<file path="config.mk">
export PLATFORM = sky130hd
export DESIGN_NAME = http2_stream_state_table_core
export DESIGN_NICKNAME = d
export VERILOG_FILES = /design/src/design/sst_pkg.sv /design/src/design/sst_mem.sv /design/src/design/http2_stream_state_table_core.sv
export SDC_FILE = /design/constraint.sdc
export NUM_CORES = 2
export LEC_CHECK = 0
export ABC_AREA = 0
export BUFFER_PORTS_ARGS = -buffer_cell sky130_fd_sc_hd__buf_2
export CORE_ASPECT_RATIO = 0.5
export CORE_MARGIN = 10
export CORE_UTILIZATION = 36
export DETAILED_ROUTE_END_ITERATION = 8
export GPL_ROUTABILITY_DRIVEN = 1
export SYNTH_ARGS = -nofsm -noshare
export SYNTH_HDL_FRONTEND = slang
export SYNTH_SLANG_ARGS = --single-unit
</file>
<file path="constraint.sdc">
create_clock -name clk -period 16.4 [get_ports clk]
set_clock_uncertainty 0.05 [all_clocks]
set_input_delay 2.46 -clock clk [delete_from_list [all_inputs] [get_ports clk]]
set_output_delay 2.46 -clock clk [all_outputs]
set_load 0.01 [all_outputs]
</file>
<file path="src/design/sst_pkg.sv">
`timescale 1ns / 1ps
`default_nettype none
package sst_pkg;

  // Action codes
  localparam logic [3:0] ACT_CREATE    = 4'd0;
  localparam logic [3:0] ACT_CLOSE     = 4'd1;
  localparam logic [3:0] ACT_SEND_HDR  = 4'd2;
  localparam logic [3:0] ACT_RECV_HDR  = 4'd3;
  localparam logic [3:0] ACT_SEND_DATA = 4'd4;
  localparam logic [3:0] ACT_RECV_DATA = 4'd5;
  localparam logic [3:0] ACT_SEND_RST  = 4'd6;
  localparam logic [3:0] ACT_RECV_RST  = 4'd7;
  localparam logic [3:0] ACT_USE_SEND  = 4'd8;
  localparam logic [3:0] ACT_USE_RECV  = 4'd9;
  localparam logic [3:0] ACT_ADD_ALL   = 4'd10;

  // Status codes
  localparam logic [1:0] STS_OK        = 2'd0;
  localparam logic [1:0] STS_NO_STREAM = 2'd1;
  localparam logic [1:0] STS_FULL      = 2'd2;
  localparam logic [1:0] STS_WINDOW    = 2'd3;

  // Stream phases
  localparam logic [2:0] PH_IDLE   = 3'd0;
  localparam logic [2:0] PH_OPEN   = 3'd1;
  localparam logic [2:0] PH_HCL    = 3'd2;
  localparam logic [2:0] PH_HCR    = 3'd3;
  localparam logic [2:0] PH_CLOSED = 3'd4;

  // Config register indexes
  localparam logic CFG_INIT_WINDOW = 1'b0;
  localparam logic CFG_MAX_STREAMS = 1'b1;

  typedef enum logic [1:0] {
    ST_IDLE,
    ST_SCAN,
    ST_READ,
    ST_EXEC
  } state_t;

  typedef struct packed {
    logic [30:0]        id;
    logic [2:0]         phase;
    logic signed [31:0] send_win;
    logic signed [31:0] recv_win;
  } entry_t;

  // Phase transition for header, data and reset events
  function automatic logic [2:0] next_phase(input logic [2:0] ph, input logic [3:0] act,
                                            input logic es);
    logic [2:0] np;
    np = ph;
    case (act)
      ACT_SEND_HDR: begin
        if (ph == PH_IDLE) np = es ? PH_HCL : PH_OPEN;
        else if (ph == PH_OPEN && es) np = PH_HCL;
        else if (ph == PH_HCR && es) np = PH_CLOSED;
      end
      ACT_RECV_HDR: begin
        if (ph == PH_IDLE) np = es ? PH_HCR : PH_OPEN;
        else if (ph == PH_OPEN && es) np = PH_HCR;
        else if (ph == PH_HCL && es) np = PH_CLOSED;
      end
      ACT_SEND_DATA: begin
        if (es && ph == PH_OPEN) np = PH_HCL;
        else if (es && ph == PH_HCR) np = PH_CLOSED;
      end
      ACT_RECV_DATA: begin
        if (es && ph == PH_OPEN) np = PH_HCR;
        else if (es && ph == PH_HCL) np = PH_CLOSED;
      end
      default: np = PH_CLOSED;
    endcase
    return np;
  endfunction

  // Signed 32-bit saturation of a 33-bit result
  function automatic logic signed [31:0] sat32(input logic signed [32:0] v);
    logic signed [31:0] r;
    if (v[32] != v[31]) r = v[32] ? 32'sh8000_0000 : 32'sh7FFF_FFFF;
    else r = v[31:0];
    return r;
  endfunction

endpackage
`default_nettype wire

</file>
<file path="src/design/sst_mem.sv">
`timescale 1ns / 1ps
`default_nettype none
module sst_mem #(
  parameter int DEPTH = 16,
  parameter int AW    = 4
) (
  input  wire logic            clk,
  input  wire logic            we,
  input  wire logic [AW-1:0]   waddr,
  input  wire sst_pkg::entry_t wdata,
  input  wire logic [AW-1:0]   raddr,
  output sst_pkg::entry_t      rdata
);

  sst_pkg::entry_t mem [DEPTH];

  // Write port
  always_ff @(posedge clk) begin
    if (we) mem[waddr] <= wdata;
  end

  // Registered read port
  always_ff @(posedge clk) begin
    rdata <= mem[raddr];
  end

endmodule
`default_nettype wire

</file>
<file path="src/design/http2_stream_state_table_core.sv">
`timescale 1ns / 1ps
`default_nettype none
// Stream table with one command in flight at a time. A command runs from start
// to its result through a scan state, a read state and an execute state:
// the id search walks every entry through the single read port of the entry
// memory, one entry a cycle, and add_all writes each updated send window back
// during that same walk; the read state then reads the addressed entry and the
// execute state applies the action and writes it back. The result appears on
// the out_ ports for exactly one cycle with out_valid high and cannot be held
// off; busy drops in that same cycle, so the next command may start while the
// result is shown.
module http2_stream_state_table_core #(
  parameter int TABLE_DEPTH = 16
) (
  input  wire logic               clk,
  input  wire logic               rst_n,
  input  wire logic               start,
  output logic                    busy,
  input  wire logic [3:0]         in_action,
  input  wire logic [30:0]        in_stream_id,
  input  wire logic               in_end_stream,
  input  wire logic signed [31:0] in_amount,
  output logic                    out_valid,
  output logic [1:0]              out_status,
  output logic [2:0]              out_stream_state,
  output logic signed [31:0]      out_send_window_out,
  output logic signed [31:0]      out_recv_window_out,
  output logic [4:0]              out_active_count,
  output logic                    out_room_left,
  input  wire logic               cfg_we,
  input  wire logic               cfg_index,
  input  wire logic [30:0]        cfg_wdata
);

  localparam int AW   = (TABLE_DEPTH > 1) ? $clog2(TABLE_DEPTH) : 1;
  localparam int CW   = $clog2(TABLE_DEPTH + 1);
  localparam int CMPW = (CW > 5) ? CW : 5;
  localparam int ACW  = CW + 5;

  sst_pkg::state_t state_r, state_nxt;

  logic [30:0]        init_win_r;
  logic [4:0]         max_str_r;
  logic [3:0]         act_r;
  logic [30:0]        id_r;
  logic               es_r;
  logic signed [31:0] amt_r;

  logic [TABLE_DEPTH-1:0] used_r;
  logic [CW-1:0]          used_cnt_r, used_cnt_nxt;
  logic [CW-1:0]          act_cnt_r, act_cnt_nxt;

  logic [CW-1:0] cnt_r;
  logic [AW-1:0] prev_addr_r;
  logic          hit_r, free_r;
  logic [AW-1:0] hit_idx_r, free_idx_r;

  logic            mem_we;
  logic [AW-1:0]   mem_waddr, mem_raddr;
  sst_pkg::entry_t mem_wdata, mem_rdata;

  logic            scan_proc;
  logic            scan_match;
  sst_pkg::entry_t scan_wdata;

  logic [1:0]         ex_status;
  logic [2:0]         ex_phase;
  logic signed [31:0] ex_sw, ex_rw;
  logic               ex_we, ex_set, ex_clr;
  logic [AW-1:0]      ex_tgt;
  sst_pkg::entry_t    ex_wdata;
  logic signed [32:0] ex_diff;
  logic [ACW-1:0]     act_ext;

  sst_mem #(.DEPTH(TABLE_DEPTH), .AW(AW)) u_mem (
    .clk   (clk),
    .we    (mem_we),
    .waddr (mem_waddr),
    .wdata (mem_wdata),
    .raddr (mem_raddr),
    .rdata (mem_rdata)
  );

  assign busy = (state_r != sst_pkg::ST_IDLE);

  // Next state
  always_comb begin
    state_nxt = state_r;
    case (state_r)
      sst_pkg::ST_IDLE: if (start) state_nxt = sst_pkg::ST_SCAN;
      sst_pkg::ST_SCAN: if (cnt_r == CW'(TABLE_DEPTH)) state_nxt = sst_pkg::ST_READ;
      sst_pkg::ST_READ: state_nxt = sst_pkg::ST_EXEC;
      sst_pkg::ST_EXEC: state_nxt = sst_pkg::ST_IDLE;
      default:          state_nxt = sst_pkg::ST_IDLE;
    endcase
  end

  // Scan datapath: compare the entry read last cycle, update add_all windows
  always_comb begin
    scan_proc  = (state_r == sst_pkg::ST_SCAN) && (cnt_r != '0);
    scan_match = scan_proc && used_r[prev_addr_r] && (mem_rdata.id == id_r);
    scan_wdata = mem_rdata;
    scan_wdata.send_win = sst_pkg::sat32(33'(mem_rdata.send_win) + 33'(amt_r));
  end

  // Execute the action on the addressed entry
  always_comb begin
    ex_status    = sst_pkg::STS_OK;
    ex_phase     = sst_pkg::PH_IDLE;
    ex_sw        = '0;
    ex_rw        = '0;
    ex_we        = 1'b0;
    ex_set       = 1'b0;
    ex_clr       = 1'b0;
    ex_tgt       = hit_idx_r;
    ex_wdata     = mem_rdata;
    ex_diff      = '0;
    used_cnt_nxt = used_cnt_r;
    act_cnt_nxt  = act_cnt_r;
    case (act_r)
      sst_pkg::ACT_CREATE: begin
        if (CMPW'(used_cnt_r) >= CMPW'(max_str_r) || (!hit_r && !free_r)) begin
          ex_status = sst_pkg::STS_FULL;
        end else begin
          ex_tgt            = hit_r ? hit_idx_r : free_idx_r;
          ex_we             = 1'b1;
          ex_wdata.id       = id_r;
          ex_wdata.phase    = sst_pkg::PH_IDLE;
          ex_wdata.send_win = 32'(init_win_r);
          ex_wdata.recv_win = 32'(init_win_r);
          if (!hit_r) begin
            ex_set       = 1'b1;
            used_cnt_nxt = used_cnt_r + 1'b1;
            act_cnt_nxt  = act_cnt_r + 1'b1;
          end else if (mem_rdata.phase == sst_pkg::PH_CLOSED) begin
            act_cnt_nxt = act_cnt_r + 1'b1;
          end
          ex_phase = ex_wdata.phase;
          ex_sw    = ex_wdata.send_win;
          ex_rw    = ex_wdata.recv_win;
        end
      end
      sst_pkg::ACT_ADD_ALL: begin
        if (hit_r) begin
          ex_phase = mem_rdata.phase;
          ex_sw    = mem_rdata.send_win;
          ex_rw    = mem_rdata.recv_win;
        end
      end
      default: begin
        if (!hit_r) begin
          ex_status = sst_pkg::STS_NO_STREAM;
        end else begin
          if (act_r == sst_pkg::ACT_CLOSE) begin
            ex_we          = 1'b1;
            ex_clr         = 1'b1;
            ex_wdata.phase = sst_pkg::PH_CLOSED;
            used_cnt_nxt   = used_cnt_r - 1'b1;
            if (mem_rdata.phase != sst_pkg::PH_CLOSED) act_cnt_nxt = act_cnt_r - 1'b1;
          end else if (act_r inside {[sst_pkg::ACT_SEND_HDR : sst_pkg::ACT_RECV_RST]}) begin
            ex_we          = 1'b1;
            ex_wdata.phase = sst_pkg::next_phase(mem_rdata.phase, act_r, es_r);
            if (mem_rdata.phase != sst_pkg::PH_CLOSED &&
                ex_wdata.phase == sst_pkg::PH_CLOSED) act_cnt_nxt = act_cnt_r - 1'b1;
          end else if (act_r == sst_pkg::ACT_USE_SEND) begin
            ex_diff = 33'(mem_rdata.send_win) - 33'(amt_r);
            if (mem_rdata.send_win < amt_r) ex_status = sst_pkg::STS_WINDOW;
            else begin
              ex_we             = 1'b1;
              ex_wdata.send_win = sst_pkg::sat32(ex_diff);
            end
          end else if (act_r == sst_pkg::ACT_USE_RECV) begin
            ex_diff = 33'(mem_rdata.recv_win) - 33'(amt_r);
            if (mem_rdata.recv_win < amt_r) ex_status = sst_pkg::STS_WINDOW;
            else begin
              ex_we             = 1'b1;
              ex_wdata.recv_win = sst_pkg::sat32(ex_diff);
            end
          end
          ex_phase = ex_wdata.phase;
          ex_sw    = ex_wdata.send_win;
          ex_rw    = ex_wdata.recv_win;
        end
      end
    endcase
    act_ext = ACW'(act_cnt_nxt);
  end

  // Memory port control
  always_comb begin
    mem_we    = 1'b0;
    mem_waddr = prev_addr_r;
    mem_wdata = scan_wdata;
    mem_raddr = cnt_r[AW-1:0];
    case (state_r)
      sst_pkg::ST_SCAN: begin
        mem_we = scan_proc && used_r[prev_addr_r] && (act_r == sst_pkg::ACT_ADD_ALL);
      end
      sst_pkg::ST_READ: begin
        mem_raddr = (act_r == sst_pkg::ACT_CREATE && !hit_r) ? free_idx_r : hit_idx_r;
      end
      sst_pkg::ST_EXEC: begin
        mem_we    = ex_we;
        mem_waddr = ex_tgt;
        mem_wdata = ex_wdata;
      end
      default: mem_we = 1'b0;
    endcase
  end

  // Control registers
  always_ff @(posedge clk) begin
    if (!rst_n) begin
      state_r    <= sst_pkg::ST_IDLE;
      init_win_r <= 31'd65535;
      max_str_r  <= 5'd16;
      used_r     <= '0;
      used_cnt_r <= '0;
      act_cnt_r  <= '0;
      out_valid  <= 1'b0;
      cnt_r      <= '0;
      hit_r      <= 1'b0;
      free_r     <= 1'b0;
    end else begin
      state_r   <= state_nxt;
      out_valid <= (state_r == sst_pkg::ST_EXEC);
      // Take config writes
      if (cfg_we) begin
        if (cfg_index == sst_pkg::CFG_INIT_WINDOW) init_win_r <= cfg_wdata;
        else max_str_r <= cfg_wdata[4:0];
      end
      if (state_r == sst_pkg::ST_IDLE) begin
        cnt_r  <= '0;
        hit_r  <= 1'b0;
        free_r <= 1'b0;
      end
      // Advance the walk and record first hit and first free entry
      if (state_r == sst_pkg::ST_SCAN) begin
        if (cnt_r != CW'(TABLE_DEPTH)) cnt_r <= cnt_r + 1'b1;
        if (scan_match && !hit_r) hit_r <= 1'b1;
        if (scan_proc && !used_r[prev_addr_r] && !free_r) free_r <= 1'b1;
      end
      // Commit the action
      if (state_r == sst_pkg::ST_EXEC) begin
        used_cnt_r <= used_cnt_nxt;
        act_cnt_r  <= act_cnt_nxt;
        if (ex_set) used_r[ex_tgt] <= 1'b1;
        if (ex_clr) used_r[ex_tgt] <= 1'b0;
      end
    end
  end

  // Payload registers
  always_ff @(posedge clk) begin
    if (state_r == sst_pkg::ST_IDLE && start) begin
      act_r <= in_action;
      id_r  <= in_stream_id;
      es_r  <= in_end_stream;
      amt_r <= in_amount;
    end
    prev_addr_r <= cnt_r[AW-1:0];
    if (scan_match && !hit_r) hit_idx_r <= prev_addr_r;
    if (scan_proc && !used_r[prev_addr_r] && !free_r) free_idx_r <= prev_addr_r;
    if (state_r == sst_pkg::ST_EXEC) begin
      out_status          <= ex_status;
      out_stream_state    <= ex_phase;
      out_send_window_out <= ex_sw;
      out_recv_window_out <= ex_rw;
      out_active_count    <= act_ext[4:0];
      out_room_left       <= (CMPW'(used_cnt_nxt) < CMPW'(max_str_r)) &&
                             (CMPW'(used_cnt_nxt) < CMPW'(TABLE_DEPTH));
    end
  end

endmodule
`default_nettype wire

</file>
==> out/summary.txt <==
Status = completed
Largest net degree at the start of global routing = 144
Die Footprint = 0.241 sq mm
Vias in the first global route = 46.2k
Filler cells = 19.4k
Slew Limit Headroom = 3.95%
Share of post-route cells with drive strength above 1 = 20.5%
Register area share after synthesis = 69.4%
Synth area leader = edfxtp_1
Iter 0 DRT Violations = 4727
Max-cap viol count = 0
CTS Sinks = 1893
Clk_lat worst skew = 0.86 ns
Hold Fails Final Rpt = 0
Overflow after GRT = 0
Synth top area share = 65.0%
Multi-input logic area = 0.0231 sq mm
Final Max Slew Viols = 0
Nets@finish = 5199
Sequential share of power = 39.2%
HPWL after DPL = 146000 um
WHS = 0.348 ns
Internal power = 11.8 mW
Cell Pwr Density = 210 mW/mm^2
Initial Utilization = 36.4%
Crit-path max FO = 19
Leak = 28.5 nW
FF+latch area = 0.0551 sq mm
Yosys reg bits = 1893
Period Utilization, post-route = 41.4%
Cts bufs inserted = 180
Actual slew at the worst max-slew pin = 1.44 ns
Die Span Y = 352 um
Crit. End Element = register
Area grow syn2layout = 12.9%
Num ports = 181
Row count = 121
Hold WC Path Type = reg2reg
RePlAce Congestion = 1.01
Clock power frac = 21.0%
CTS root buffer = clkbuf_16
Synth cell types = 94
Syn_area_per_cell = 16.7 sq um
H-tree depth = 4
CTS clk-pin slew, worst paths = 0.06 ns
Finish-stage setup viols = 0
M1 WL = 96900 um
RSZ-0062 raised after global routing = false
Cell Area, Synth = 0.0794 sq mm
PortBufs = 180
Initial antenna violation count = 10
Worst path required time = 16.71 ns
Main area contributors after synthesis = edfxtp_1 65%, mux4_2 11%, dfxtp_1 4.4%
Maximum clock insertion buffer count = 4
Core footprint = 0.218 sq mm
Wirelength per Cell = 29.2 um
Total Routing Usage GR = 18.8%
Synth async-reset ratio = 0%
YS warnings = 0
Detail Route Antenna Nets = 0
CTS tree = done
DR vias = 45.8k
Mapped Cells = 4751
Synthesized net count = 4977
Post-CTS Setup Bufs = 0
Combinational power share = 39.8%
DR WL met2 = 110000 um
Sw Share = 37.3%
Hold Buf Count CTS = 0
Cells after DPL = 7741
Final Non-Filler Cells = 8064
DRT Wirelength = 236000 um
FMAX = 147 MHz
Setup TNS Final = 0 ns
Post-DR vias/cell = 5.68
Psw = 7.02 mW
Top Layer Used = met5
Post-cts resize count = 0
Commonest cells after routing, fill and taps aside = 1719 x edfxtp_1, 396 x mux4_2, 319 x a21oi_1, 299 x nand2_1, 185 x clkbuf_16
DRC viols = 0
CP Launch Type = register
Peak supply drop = 188 uV
Die width = 684 um
1st-pass router iterations = 6
Top_reg_cell synth = edfxtp_1
Most common cell after layout, fill and taps aside = edfxtp_1
Post-synth EDFFs = 1719
Crit path DAT = 7.11 ns
First-pass GRT wire length = 337000 um
Crit path time final = 6.80 ns
CP Class = reg2reg
Met3 WL = 17600 um
==> cells by family after synthesis <==
family                   synth area share, %
AND/OR/NAND/NOR                         4.88
multiplexers                            13.1
AO/OA/AOI/OAI                           7.49
XOR/XNOR                                1.31
buffers and inverters                   1.90
adder cells (fa/ha/maj)                 1.95
flip-flops                              69.4
==> final timing paths <==
path	start	endpoint	slack, ns	cells past startpoint
max	amt_r[4]	u_mem.mem[12][45]	9.60	17
min reg2reg	cnt_r[1]	prev_addr_r[1]	0.35	0
max reg2reg	amt_r[4]	u_mem.mem[12][45]	9.60	17
min	cnt_r[1]	prev_addr_r[1]	0.35	0
==> synthesized netlist by cell type, types with 8 or more instances <==
library cell / instances
a2bb2oi_1: 8
a21boi_0: 9
a22oi_1: 26
a21o_1: 35
o211a_1: 8
a22o_1: 13
and2_1: 10
or2_2: 11
o21a_1: 21
o31ai_1: 27
a32oi_1: 8
ha_1: 119
edfxtp_1: 1719
and3_1: 14
o21ai_0: 124
or3_1: 14
xor2_1: 34
mux4_2: 396
buf_4: 13
o21ai_1: 8
inv_1: 93
nor2b_1: 114
xnor2_1: 85
a31oi_1: 23
nor3_1: 53
a221o_1: 21
mux2_2: 31
a211oi_1: 127
buf_2: 93
buf_1: 13
nand2b_1: 22
nor4_1: 10
nor2_1: 150
clkbuf_1: 135
mux2i_1: 110
dfxtp_1: 174
a21oi_1: 325
a2111oi_0: 9
nand2_1: 300
nand4_1: 22
o211ai_1: 28
o21bai_1: 11
nand3_1: 55
==> worst max-delay path, cell delays in order, from the launching register on <==
cell	delay, ns
edfxtp_1	0.36
inv_1	0.08
ha_1	0.45
inv_1	0.11
a221o_1	0.36
o211ai_1	0.27
o211a_1	0.28
o21bai_2	0.16
a211oi_1	0.61
o41ai_1	0.23
o211a_1	0.30
o211a_1	0.23
ha_1	0.74
clkinv_1	0.79
a21oi_1	0.29
o21ai_0	0.38
nand2_1	0.20
o2bb2ai_1	0.42
==> registers in the layout, summed over array words and instances, names as in the netlist, 16 cells and up <==
name,count
id_r,31
u_mem.mem,1568
u_mem.rdata,98
used_r,16
init_win_r,31
out_send_window_out,32
amt_r,32
out_recv_window_out,32
==> power groups by stage <==
stage | Combinational, mW | Sequential [mW] | Clock (mW)
6_report | 7.49 | 7.37 | 3.96
5_1_grt | 8.08 | 7.38 | 4.24
4_1_cts | 7.42 | 7.37 | 4.04
3_5_place_dp | 7.39 | 7.47 | 0
3_3_place_gp | 7.23 | 7.46 | 0
2_1_floorplan | 4.86 | 7.30 | 0
==> through the flow <==
step / utilization, % / worst slack (ns) / cell area (sq um) / power, mW
2_1_floorplan: - / 2.95 / 79400 / 12.2
3_3_place_gp: 38.5 / 9.82 / 84100 / 14.7
3_5_place_dp: 38.5 / 9.69 / 84100 / 14.9
4_1_cts: 41.0 / 9.66 / 89600 / 18.8
5_1_grt: 41.0 / 9.19 / 89700 / 19.7
6_report: 41.0 / 9.60 / 89700 / 18.8
==> area by class of cell <==
class                      instances  share of cell area, %
sequential                      1893                   61.4
timing repair buffer             296                   2.17
tap                             2952                   4.12
clock buffer                     251                   5.62
clock inverter                    67                  0.509
multi-input combinational       2503                   25.7
inverter                          99                  0.414
antenna                            3                0.00837
==> per-layer routing <==
| metal | GRT usage, % | vias up |
|---|---|---|
| li1 | - | 19400 |
| met1 | 25.4 | 24000 |
| met2 | 30.2 | 1989 |
| met3 | 3.17 | 419 |
| met4 | 7.64 | 2 |
| met5 | 0 | - |
(Power assumes the default switching activity.)
